==> src/segment_intersection_test_core_assert.svh <==
// Assertion helpers shared by the segment intersection test RTL.
`ifndef SEGMENT_INTERSECTION_TEST_CORE_ASSERT_SVH
`define SEGMENT_INTERSECTION_TEST_CORE_ASSERT_SVH

// A condition that holds at every clock edge outside reset.
`define SIT_ASSERT_ALWAYS(label, clk, rst, cond, msg) \
   label: assert property (@(posedge clk) disable iff (rst) (cond)) else $error(msg);

// A consequence that holds in the same cycle as its antecedent.
`define SIT_ASSERT_IMPLY(label, clk, rst, ante, cons, msg) \
   label: assert property (@(posedge clk) disable iff (rst) (ante) |-> (cons)) else $error(msg);

`endif

==> src/sit_pkg.sv <==
// ----------------------------------------------------------------------------
// Segment intersection test package
// Queue sizing and the status group that the queue reports to both sides.
// ----------------------------------------------------------------------------
package sit_pkg;

   localparam int SIT_Q_DEPTH = 4;
   localparam int SIT_Q_AW    = 2;

   typedef struct packed {
      logic full;
      logic empty;
   } sit_q_status_type;

endpackage

==> src/sit_queue.sv <==
// ----------------------------------------------------------------------------
// Segment intersection queue
// Short first-in first-out buffer between the front end and the divider.
// ----------------------------------------------------------------------------
`include "segment_intersection_test_core_assert.svh"

module sit_queue #(
   parameter int EW = 8
) (
   input  logic                      clock,
   input  logic                      reset,
   input  logic                      push,
   input  logic [EW-1:0]             wr_data,
   input  logic                      pop,
   output logic [EW-1:0]             rd_data,
   output sit_pkg::sit_q_status_type status
);
   import sit_pkg::*;

   logic [EW-1:0]       mem_ff [SIT_Q_DEPTH];
   logic [SIT_Q_AW-1:0] wr_ptr_ff, rd_ptr_ff;
   logic [SIT_Q_AW:0]   count_ff, count_in;

   assign status.full  = (count_ff == (SIT_Q_AW + 1)'(SIT_Q_DEPTH));
   assign status.empty = (count_ff == '0);
   assign rd_data      = mem_ff[rd_ptr_ff];

   always_comb begin
      count_in = count_ff;
      if (push && !pop) begin
         count_in = count_ff + 1'b1;
      end else if (pop && !push) begin
         count_in = count_ff - 1'b1;
      end
   end

   always_ff @(posedge clock) begin
      if (reset) begin
         wr_ptr_ff <= '0;
         rd_ptr_ff <= '0;
         count_ff  <= '0;
      end else begin
         if (push) begin
            wr_ptr_ff <= wr_ptr_ff + 1'b1;
         end
         if (pop) begin
            rd_ptr_ff <= rd_ptr_ff + 1'b1;
         end
         count_ff <= count_in;
      end
   end

   always_ff @(posedge clock) begin
      if (push) begin
         mem_ff[wr_ptr_ff] <= wr_data;
      end
   end

   `SIT_ASSERT_IMPLY(a_no_overflow, clock, reset, status.full, !push, "push into full queue")
   `SIT_ASSERT_IMPLY(a_no_underflow, clock, reset, status.empty, !pop, "pop from empty queue")
   `SIT_ASSERT_ALWAYS(a_count_range, clock, reset, count_ff <= (SIT_Q_AW + 1)'(SIT_Q_DEPTH), "queue count out of range")

endmodule

==> config.mk <==
export PLATFORM = sky130hd
export DESIGN_NAME = sit_queue
export DESIGN_NICKNAME = d
export VERILOG_FILES = /design/src/sit_pkg.sv /design/src/sit_queue.sv
export VERILOG_INCLUDE_DIRS = /design/src /design/src/src
export SDC_FILE = /design/constraint.sdc
export NUM_CORES = 1
export LEC_CHECK = 0
export BUFFER_PORTS_ARGS = -buffer_cell sky130_fd_sc_hd__buf_4
export CAP_MARGIN = 40
export CORE_ASPECT_RATIO = 1.75
export CORE_MARGIN = 3
export CORE_UTILIZATION = 45
export CTS_CLUSTER_DIAMETER = 80
export DETAILED_ROUTE_END_ITERATION = 12
export GPL_ROUTABILITY_DRIVEN = 0
export PLACE_DENSITY = 0.74
export SYNTH_ARGS = -nofsm -noshare
export SYNTH_HDL_FRONTEND = slang
export SYNTH_SLANG_ARGS = --single-unit
==> constraint.sdc <==
create_clock -name clock -period 2.15 [get_ports clock]
set_input_delay 0.43 -clock clock [delete_from_list [all_inputs] [get_ports clock]]
set_output_delay 0.43 -clock clock [all_outputs]
set_load 0.01 [all_outputs]
After elaboration in Yosys (flattened, before gate mapping)
Memories as Yosys holds them, arrays and structs flattened. A register that Yosys moved wholly into a read port is not among the register bits.
Index checks and enable logic that the tools add are counted.
{ "classes": {"add_sub_neg": 4, "n_eq_ne": 1, "mux": 6, "n_reduce_logical": 6} }
{ "op_table": {"columns": ["cell", "n"], "rows": [
  ["$mux 3", 2],
  ["$add 2x1->2 const B", 2],
  ["$mux 2", 2],
  ["$add 3x1->3 const B", 1],
  ["$eq 3x3->1 const B", 1],
  ["$logic_not 3->1", 1],
  ["$sub 3x1->3 const B", 1],
  ["$logic_and 1x1->1", 2],
  ["$logic_not 1->1", 2],
  ["$mux 1", 2],
  ["$reduce_bool 2->1", 1]
]} }
{ "totals": {"reg_bits": 7, "mem_bits_rw": 32, "inputBits": 12, "word_cells": 21, "n_memories": 1} }
{ "mem_list": {"columns": ["memory", "depth", "width", "read_ports", "rd_ports_with_merged_regs", "write_ports", "line_no", "source"], "rows": [
  ["mem_ff", 4, 8, 1, 1, 1, "sit_queue.sv:20", "logic [EW-1:0] mem_ff [SIT_Q_DEPTH];"]
]} }

Longest topological paths before layout
Gate-level depths: netlist of run 1.
{ "logic_depth": {"word_depth": 4, "ltp_mapped": 7, "mapped_depth_nobuf": 7} }

Least setup slack after synthesis of run 1
Ideal clock, no wire load.
{ "synth_timing": {"path_kind": "input to register", "start": "input port pop", "end": "register count_ff[2]", "setup_ps": 70, "t_arrival_ps": 1601, "required_time_ps": 2080, "setup_slack_ps": 479, "stages": 7, "path_buffers": 0, "path_cell_list": "inv_1 > ha_1 > inv_1 > fa_1 > xor2_1 > or3_1 > a21oi_1"} }
{ "synth_via": {"elab_chain_cells": 3} }
{ "synth_rtl": {"columns": ["element", "line_no", "source"], "rows": [
  ["start, declared", "sit_queue.sv:14", "input logic pop,"],
  ["$logic_not 1->1", "sit_queue.sv:30", "if (push && !pop) begin"],
  ["$logic_and 1x1->1", "sit_queue.sv:30", null],
  ["$mux 3 or $reduce_bool 2->1 (tied branches)", null, null],
  ["end signal, assigned", "sit_queue.sv:49", "count_ff <= count_in;"],
  ["end, declared", "sit_queue.sv:22", "logic [SIT_Q_AW:0] count_ff, count_in;"]
]} }
Several ways; a longest one is shown, not always the timed one.
A chain may end at the register's enable or synchronous reset.

==> results of run 1 <==
==> area by class of cell <==
class                      instances  area (µm²)  share of cell area
clock buffer                       5        68.8              0.0362
clock inverter                     3        46.3              0.0244
inverter                           4        15.0             0.00790
multi-input combinational         38         410               0.216
sequential                        41        1140               0.600
tap                               43        53.8              0.0283
timing repair buffer              22         165              0.0869
==> sequential cells by signal, indices dropped and copies added (netlist names), named ones only <==
signal	count
wr_ptr_ff	2
count_ff	3
rd_ptr_ff	2
mem_ff	32
==> cells in the final DEF (no fill, tap or decap) <==
| cell type | n |
|---|---|
| a21oi_1 | 1 |
| and2_1 | 4 |
| buf_4 | 22 |
| bufinv_16 | 1 |
| clkbuf_8 | 5 |
| clkinv_4 | 1 |
| clkinvlp_4 | 1 |
| dfxtp_1 | 9 |
| edfxtp_1 | 32 |
| fa_1 | 1 |
| ha_1 | 5 |
| inv_1 | 4 |
| mux2i_1 | 2 |
| mux4_2 | 8 |
| nand2_1 | 1 |
| nor2_1 | 7 |
| nor3_1 | 1 |
| nor3b_1 | 1 |
| o21ai_0 | 1 |
| or3_1 | 1 |
| xnor2_1 | 2 |
| xor2_1 | 3 |
==> layer usage <==
metal / vias up / global-route usage / share of wire
li1: 369 / - / -
met1: 383 / 0.124 / 0.35
met2: 21 / 0.215 / 0.56
met3: 4 / 0.0568 / 0.058
met4: 0 / 0.0809 / 0.025
met5: - / 0 / 0
==> worst paths after layout <==
path,from,depth (start not counted),end
worst min register to register,count_ff[2]$_SDFFE_PP0P_,2,count_ff[2]$_SDFFE_PP0P_
worst max register to register,count_ff[0]$_SDFFE_PP0P_,4,count_ff[2]$_SDFFE_PP0P_
worst min-delay path,wr_data[6],1,mem_ff[3][6]$_DFFE_PP_
worst max-delay path,register,3,rd_data[6]
==> metrics by stage <==
step | hold slack (ns) | setup slack [ns]
3_5_place_dp | 0.512 | 0.221
6_report | 0.334 | 0.237
2_1_floorplan | 0.466 | 0.479
3_3_place_gp | 0.482 | 0.331
5_1_grt | 0.311 | 0.157
4_1_cts | 0.323 | 0.209
==> power by group through the flow <==
stage	clock network, mW	registers, mW	logic (mW)
2_1_floorplan	0	0.941	0.138
3_3_place_gp	0	0.948	0.215
3_5_place_dp	0	0.952	0.224
4_1_cts	0.618	0.934	0.225
5_1_grt	0.651	0.938	0.245
6_report	0.597	0.933	0.221
==> worst reg2reg max path, cell delays in order, from the launching register on <==
cell	delay [ns]
dfxtp_1	0.36
fa_1	0.45
xor2_1	0.16
or3_1	0.31
a21oi_1	0.16
==> cell families after synthesis <==
logic type / share of synthesized area
xor gates and xnor gates: 0.0276
and+or+nand+nor: 0.0465
AOI/OAI and AO/OA: 0.00630
muxes: 0.126
buffers and inverters: 0.0221
adders and majority gates: 0.0521
DFF: 0.719
==> out/qor.tcl, run 1 <==
set qor(share_of_post_route_cells_with_drive_strength_above_1) 0.336
set qor(setup_total_negative_slack_ns) 0
set qor(critical-path-top-delay-family) {multiplexers}
set qor(ys_seq_elements) 41
set qor(critical_path_class) {reg -> out}
set qor(cp-end-kind) {primary output}
set qor(post_synth_edffs) 32
set qor(final_min_period_over_clock_period) 0.890
set qor(period_minus_slack_ns) 1.91
set qor(synthesis.area_per_instance_um2) 18.4
set qor(crit_arrival_ns) 1.48
set qor(grt_pass1_vias) 824
set qor(total_inserted_antenna_cells) 0
set qor(finish.instance_area_mm2) 0.00190
set qor(vias) 777
set qor(post_synth_main_area_contributors) {edfxtp_1 61%, dfxtp_1 11%, mux4_2 11%}
set qor(clkLatencyLatePin_ns) 0.29
set qor(clock_transition_at_the_registers_of_the_reported_paths_ns) 0.08
set qor(drt_wl_total_um) 2240
set qor(timing_worst_slew_pin_value_ns) 0.449
set qor(finish.utilization) 0.580
set qor(hold_crit_path_type) {in -> reg}
set qor(post-cts-setup-buffers) 0
set qor(timing_hold_violations_final) 0
set qor(ant_nets) 0
set qor(crit_top_cell) {buf_4}
set qor(fraction_of_power_consumed_by_combinational_cells) 0.126
set qor(numClockSinks) 41
set qor(internal_power_mw) 1.37
set qor(fp.dieW_um) 50.9
set qor(dp_cells) 148
set qor(worst_ep_required_time_ns) 1.72
set qor(ctsHoldBuffers) 0
set qor(crit_path_top_delay_cell) {mux4_2}
set qor(synth.distinct_cells) 20
set qor(crit_path_cell_trace) {buf_4 > mux4_2 > buf_4}
set qor(finalPower_mw) 1.75
set qor(io_buf_count) 21
set qor(htree_levels) 2
set qor(cts_root_buf) {clkbuf_8}
set qor(die-area_mm2) 0.00430
set qor(area_growth_pct) 19.8
set qor(core_area_mm2) 0.00328
set qor(grt_first_pass_wirelength_um) 3840
set qor(remaining_drc_errors) 0
set qor(synth.yosys.warnings) 0
set qor(rsz_0062_raised_after_global_routing) {no}
set qor(clock_power_share) 0.341
set qor(synthArstFlopShare) 0
set qor(track_usage) 0.128
set qor(finish.net_count) 130
set qor(timing.max_cap.violations) 0
set qor(stdcell_count) 156
set qor(cts_tree) {done}
set qor(fmax_mhz) 523
set qor(timing.critical_path.fanout_max) 8
set qor(power.ir.vdd_worst_v) 0.000777
set qor(boundary_pins) 22
set qor(drt_iter0_drc) 10
set qor(post_dp_cell_area_mm2) 0.00179
set qor(place_hpwl_um) 1640
set qor(worst_setup_path_start_kind) {register}
set qor(power-per-cell-area_mw_per_mm2) 921
set qor(switching_share) 0.216
set qor(drt_first_pass_iters) 2
set qor(floorplan.rows) 27
set qor(synth.cells.most_frequent) {32 x edfxtp_1, 9 x dfxtp_1, 8 x mux4_2}
set qor(floorplan.initialDensity) 0.484
set qor(power.switching_mw) 0.379
set qor(slew_viol_final) 0
set qor(routedWlPerCell_um) 14.3
set qor(die-height_um) 84.5
set qor(reg2reg_slack_ns) 0.64
set qor(timing.final.setup_violations) 0
set qor(cp.buffers_inverters) 2
set qor(cellLeakagePower_nw) 0.696
set qor(power_frac_seq) 0.533
set qor(postSynthCellCount) 86
set qor(synth.most_common_cell) {edfxtp_1}
set qor(netlist.area_leader.share) 0.606
set qor(mappedNetlistNets) 104
set qor(synth_largest_area_cell) {edfxtp_1}
set qor(cts_buffer_depth) 2
set qor(status) {finished, final reports clean}
set qor(fillers) 266
set qor(total_cts_buffers) 5
set qor(synthesis.area_mm2) 0.00159
set qor(max-slew-margin-rel) 0.701
set qor(grt.overflow.total) 0
set qor(postCtsResizedCells) 0
set qor(synth-seq-area-share) 0.719
set qor(slowest_delay_ns) 0.52
set qor(grt_max_degree) 15
set qor(initial_antenna_violation_count) 0
set qor(post_drt_via_cell_ratio) 4.98
set qor(timing.clock.skew_ns) 0.00299
set qor(ys_dominant_reg_cell) {edfxtp_1}
(Power assumes the default switching activity.)
==> run 2: changes to the inputs <==
Settings changed: ABC_AREA from default to 1.
==> run 2 against run 1 <==
  * Combinational power shrank 7%
  * Synthesized area is 3.3% higher
  * Via count up 34%
  * Power grew 0.36%
  * Clock power rose by 4.9%
==> out/qor.tcl, run 2 <==
set qor(timing.critical_path.fanout_max) 16 ;# was 8
set qor(drt_wl_total_um) 2880 ;# was 2240 µm
set qor(worst_ep_required_time_ns) 1.72 ;# about the same
set qor(cellLeakagePower_nw) 0.787 ;# was 0.696 nW
set qor(finish.instance_area_mm2) 0.00196 ;# was 0.00190 mm²
set qor(cts_buffer_depth) 2 ;# unchanged
set qor(power.switching_mw) 0.391 ;# was 0.379 mW
set qor(remaining_drc_errors) 0 ;# unchanged
set qor(period_minus_slack_ns) 1.93 ;# was 1.91 ns
set qor(place_hpwl_um) 2050 ;# was 1640 µm
set qor(post-place-ws_ns) 0.519 ;# was 0.221 ns
set qor(finish.net_count) 179 ;# was 130
set qor(largestRegisters) {mem_ff: 32 flops, count_ff: 3 flops} ;# unchanged
set qor(clkLatencyLatePin_ns) 0.29 ;# about the same
set qor(synth.cells.most_frequent) {32 x edfxtp_1, 20 x nor2_1, 17 x o21ai_0} ;# was 32 x edfxtp_1, 9 x dfxtp_1, 8 x mux4_2
set qor(netlist.area_leader.share) 0.586 ;# was 0.606
set qor(core_area_mm2) 0.00343 ;# was 0.00328 mm²
set qor(area_growth_pct) 19.5 ;# was 19.8%
set qor(dominant_combinational_cell_family_by_area_after_synthesis) {compound AO/OA/AOI/OAI gates} ;# was multiplexers
set qor(final_min_period_over_clock_period) 0.897 ;# was 0.890
set qor(compound_gate_portion_of_the_synthesized_area) 0.108 ;# was 0.00631
set qor(numClockSinks) 41 ;# unchanged
set qor(cts_root_buf) {clkbuf_8} ;# unchanged
set qor(synth_xor_area_frac) 0.00534 ;# was 0.0276
set qor(post_synth_edffs) 32 ;# unchanged
set qor(ctsHoldBuffers) 0 ;# unchanged
set qor(io_buf_count) 21 ;# unchanged
set qor(cp.buffers_inverters) 2 ;# unchanged
set qor(fraction_of_power_consumed_by_combinational_cells) 0.117 ;# was 0.126
set qor(max_reg_flops) 32 ;# unchanged
set qor(synth-seq-area-share) 0.696 ;# was 0.719
set qor(ys_seq_elements) 41 ;# unchanged
set qor(routedWlPerCell_um) 13.9 ;# was 14.3 µm
set qor(clock_power_share) 0.356 ;# was 0.341
set qor(synth.most_common_cell) {edfxtp_1} ;# unchanged
set qor(floorplan.rows) 28 ;# was 27
set qor(die-height_um) 85.8 ;# was 84.5 µm
set qor(post_drt_via_cell_ratio) 5.05 ;# was 4.98
set qor(timing_worst_slew_pin_value_ns) 0.367 ;# was 0.449 ns
set qor(boundary_pins) 22 ;# unchanged
set qor(timing_hold_violations_final) 0 ;# unchanged
set qor(mappedNetlistNets) 152 ;# was 104
set qor(synthArstFlopShare) 0 ;# unchanged
set qor(grt_first_pass_wirelength_um) 4650 ;# was 3840 µm
set qor(vias) 1045 ;# was 777
set qor(rsz_0062_raised_after_global_routing) {no} ;# unchanged
set qor(yosys.area_share.adder) 0.0504 ;# was 0.0521
set qor(critical-path-top-delay-family) {flip-flops} ;# was multiplexers
set qor(worst_setup_path_start_kind) {register} ;# unchanged
set qor(grt_pass1_vias) 1039 ;# was 824
set qor(cts_tree) {done} ;# unchanged
set qor(final_common_cell) {edfxtp_1} ;# unchanged
set qor(synth.distinct_cells) 19 ;# was 20
set qor(drt_iter0_drc) 25 ;# was 10
set qor(postCtsResizedCells) 0 ;# unchanged
set qor(switching_share) 0.223 ;# was 0.216
set qor(htree_levels) 2 ;# unchanged
set qor(cp-end-kind) {primary output} ;# unchanged
set qor(synth_largest_area_cell) {edfxtp_1} ;# unchanged
set qor(timing.final.setup_violations) 0 ;# unchanged
set qor(max-slew-margin-rel) 0.755 ;# was 0.701
set qor(post_dp_cell_area_mm2) 0.00184 ;# was 0.00179 mm²
set qor(track_usage) 0.146 ;# was 0.128
set qor(timing.clock.skew_ns) 0.00778 ;# was 0.00299 ns
set qor(initial_antenna_violation_count) 0 ;# unchanged
set qor(crit_arrival_ns) 1.50 ;# was 1.48 ns
set qor(fp.dieW_um) 51.6 ;# was 50.9 µm
set qor(most_flop_heavy_register) {mem_ff} ;# unchanged
set qor(critical_path_class) {reg -> out} ;# unchanged
set qor(fin_worst_hold_slack_ns) 0.305 ;# was 0.334 ns
set qor(synth_simple_gate_area_frac) 0.0870 ;# was 0.0465
set qor(ant_nets) 0 ;# unchanged
set qor(drt_first_pass_iters) 5 ;# was 2
set qor(clock_transition_at_the_registers_of_the_reported_paths_ns) 0.07 ;# was 0.08 ns
set qor(finalPower_mw) 1.76 ;# was 1.75 mW
set qor(layout_setup_ws_ns) 0.222 ;# was 0.237 ns
set qor(post_synth_main_area_contributors) {edfxtp_1 59%, dfxtp_1 11%, o21ai_0 5.2%} ;# was edfxtp_1 61%, dfxtp_1 11%, mux4_2 11%
set qor(setup_total_negative_slack_ns) 0 ;# unchanged
set qor(floorplan.initialDensity) 0.477 ;# was 0.484
set qor(power.ir.vdd_worst_v) 0.000676 ;# was 0.000777 V
set qor(synthesis.area_mm2) 0.00164 ;# was 0.00159 mm²
set qor(synth.yosys.warnings) 0 ;# unchanged
set qor(hold_crit_path_type) {in -> reg} ;# unchanged
set qor(total_inserted_antenna_cells) 0 ;# unchanged
set qor(grt.overflow.total) 0 ;# unchanged
set qor(post-cts-setup-buffers) 0 ;# unchanged
set qor(die-area_mm2) 0.00443 ;# was 0.00430 mm²
set qor(crit_path_cell_trace) {inv_2 > o21ai_0 > o22ai_1 > buf_4} ;# was buf_4 > mux4_2 > buf_4
set qor(ys_dominant_reg_cell) {edfxtp_1} ;# unchanged
set qor(timing.max_cap.violations) 0 ;# unchanged
set qor(multiplexer_area_fraction_after_synthesis) 0 ;# was 0.126
set qor(internal_power_mw) 1.37 ;# about the same
set qor(synthesis.area_per_instance_um2) 12.2 ;# was 18.4 µm²
set qor(slowest_delay_ns) 0.54 ;# was 0.52 ns
set qor(fmax_mhz) 519 ;# was 523 MHz
set qor(postSynthCellCount) 134 ;# was 86
set qor(status) {finished, final reports clean} ;# unchanged
set qor(power-per-cell-area_mw_per_mm2) 898 ;# was 921 mW/mm²
set qor(power_frac_seq) 0.527 ;# was 0.533
set qor(total_cts_buffers) 5 ;# unchanged
set qor(slew_viol_final) 0 ;# unchanged
set qor(crit_path_top_delay_cell) {dfxtp_1} ;# was mux4_2
set qor(layout.cells.most_common_list) {32 x edfxtp_1, 22 x buf_4, 20 x nor2_1, 17 x o21ai_0, 16 x inv_1} ;# was 32 x edfxtp_1, 22 x buf_4, 9 x dfxtp_1, 8 x mux4_2, 7 x nor2_1
set qor(share_of_post_route_cells_with_drive_strength_above_1) 0.216 ;# was 0.336
set qor(grt_max_degree) 17 ;# was 15
## run 2: power groups by stage
stage	logic, mW	clock network [mW]	registers [mW]
6_report	0.206	0.626	0.926
5_1_grt	0.234	0.667	0.931
4_1_cts	0.209	0.636	0.926
3_5_place_dp	0.208	0	0.944
3_3_place_gp	0.198	0	0.940
2_1_floorplan	0.121	0	0.935
## run 2: layout make-up
cell class	instances	area [µm²]
multi-input combinational	74	412
clock inverter	2	37.5
sequential	41	1140
inverter	17	63.8
tap	45	56.3
fill	296	1480
clock buffer	6	82.6
timing repair buffer	22	165
## run 2: cell families after synthesis
logic type / after synthesis
flip-flops: 41
XOR/XNOR: 1
AND/OR/NAND/NOR: 35
buffers and inverters: 19
AO/OA/AOI/OAI: 32
adder cells (fa/ha/maj): 6
## run 2: worst paths after layout
check                             from  slack (ns)                   endpoint  depth (start not counted)
min reg2reg  rd_ptr_ff[1]$_SDFFE_PP0P_        0.47  rd_ptr_ff[1]$_SDFFE_PP0P_                          1
max                           register        0.22                 rd_data[4]                          4
min                              reset        0.30   count_ff[0]$_SDFFE_PP0P_                          2
max reg2reg  wr_ptr_ff[0]$_SDFFE_PP0P_        0.87     mem_ff[0][3]$_DFFE_PP_                          4
## run 2: metal layers
layer  GRT usage  vias up  wire length (µm)
met5           0        -                 0
met3      0.0383        5               103
met1       0.145      500              1160
met4      0.0788        0                75
met2       0.266       22              1550
li1            -      518                 -
## run 2: worst reg2reg max path: stages, from the launching register on
cell and delay, ns:
dfxtp_1 0.33, inv_1 0.11, ha_1 0.17, nand2_1 0.06, inv_1 0.28
## run 2: per-stage QoR
stage	cells	util
2_1_floorplan	134	-
4_1_cts	207	0.570
6_report	207	0.570
3_5_place_dp	199	0.535
5_1_grt	207	0.570
3_3_place_gp	199	0.535
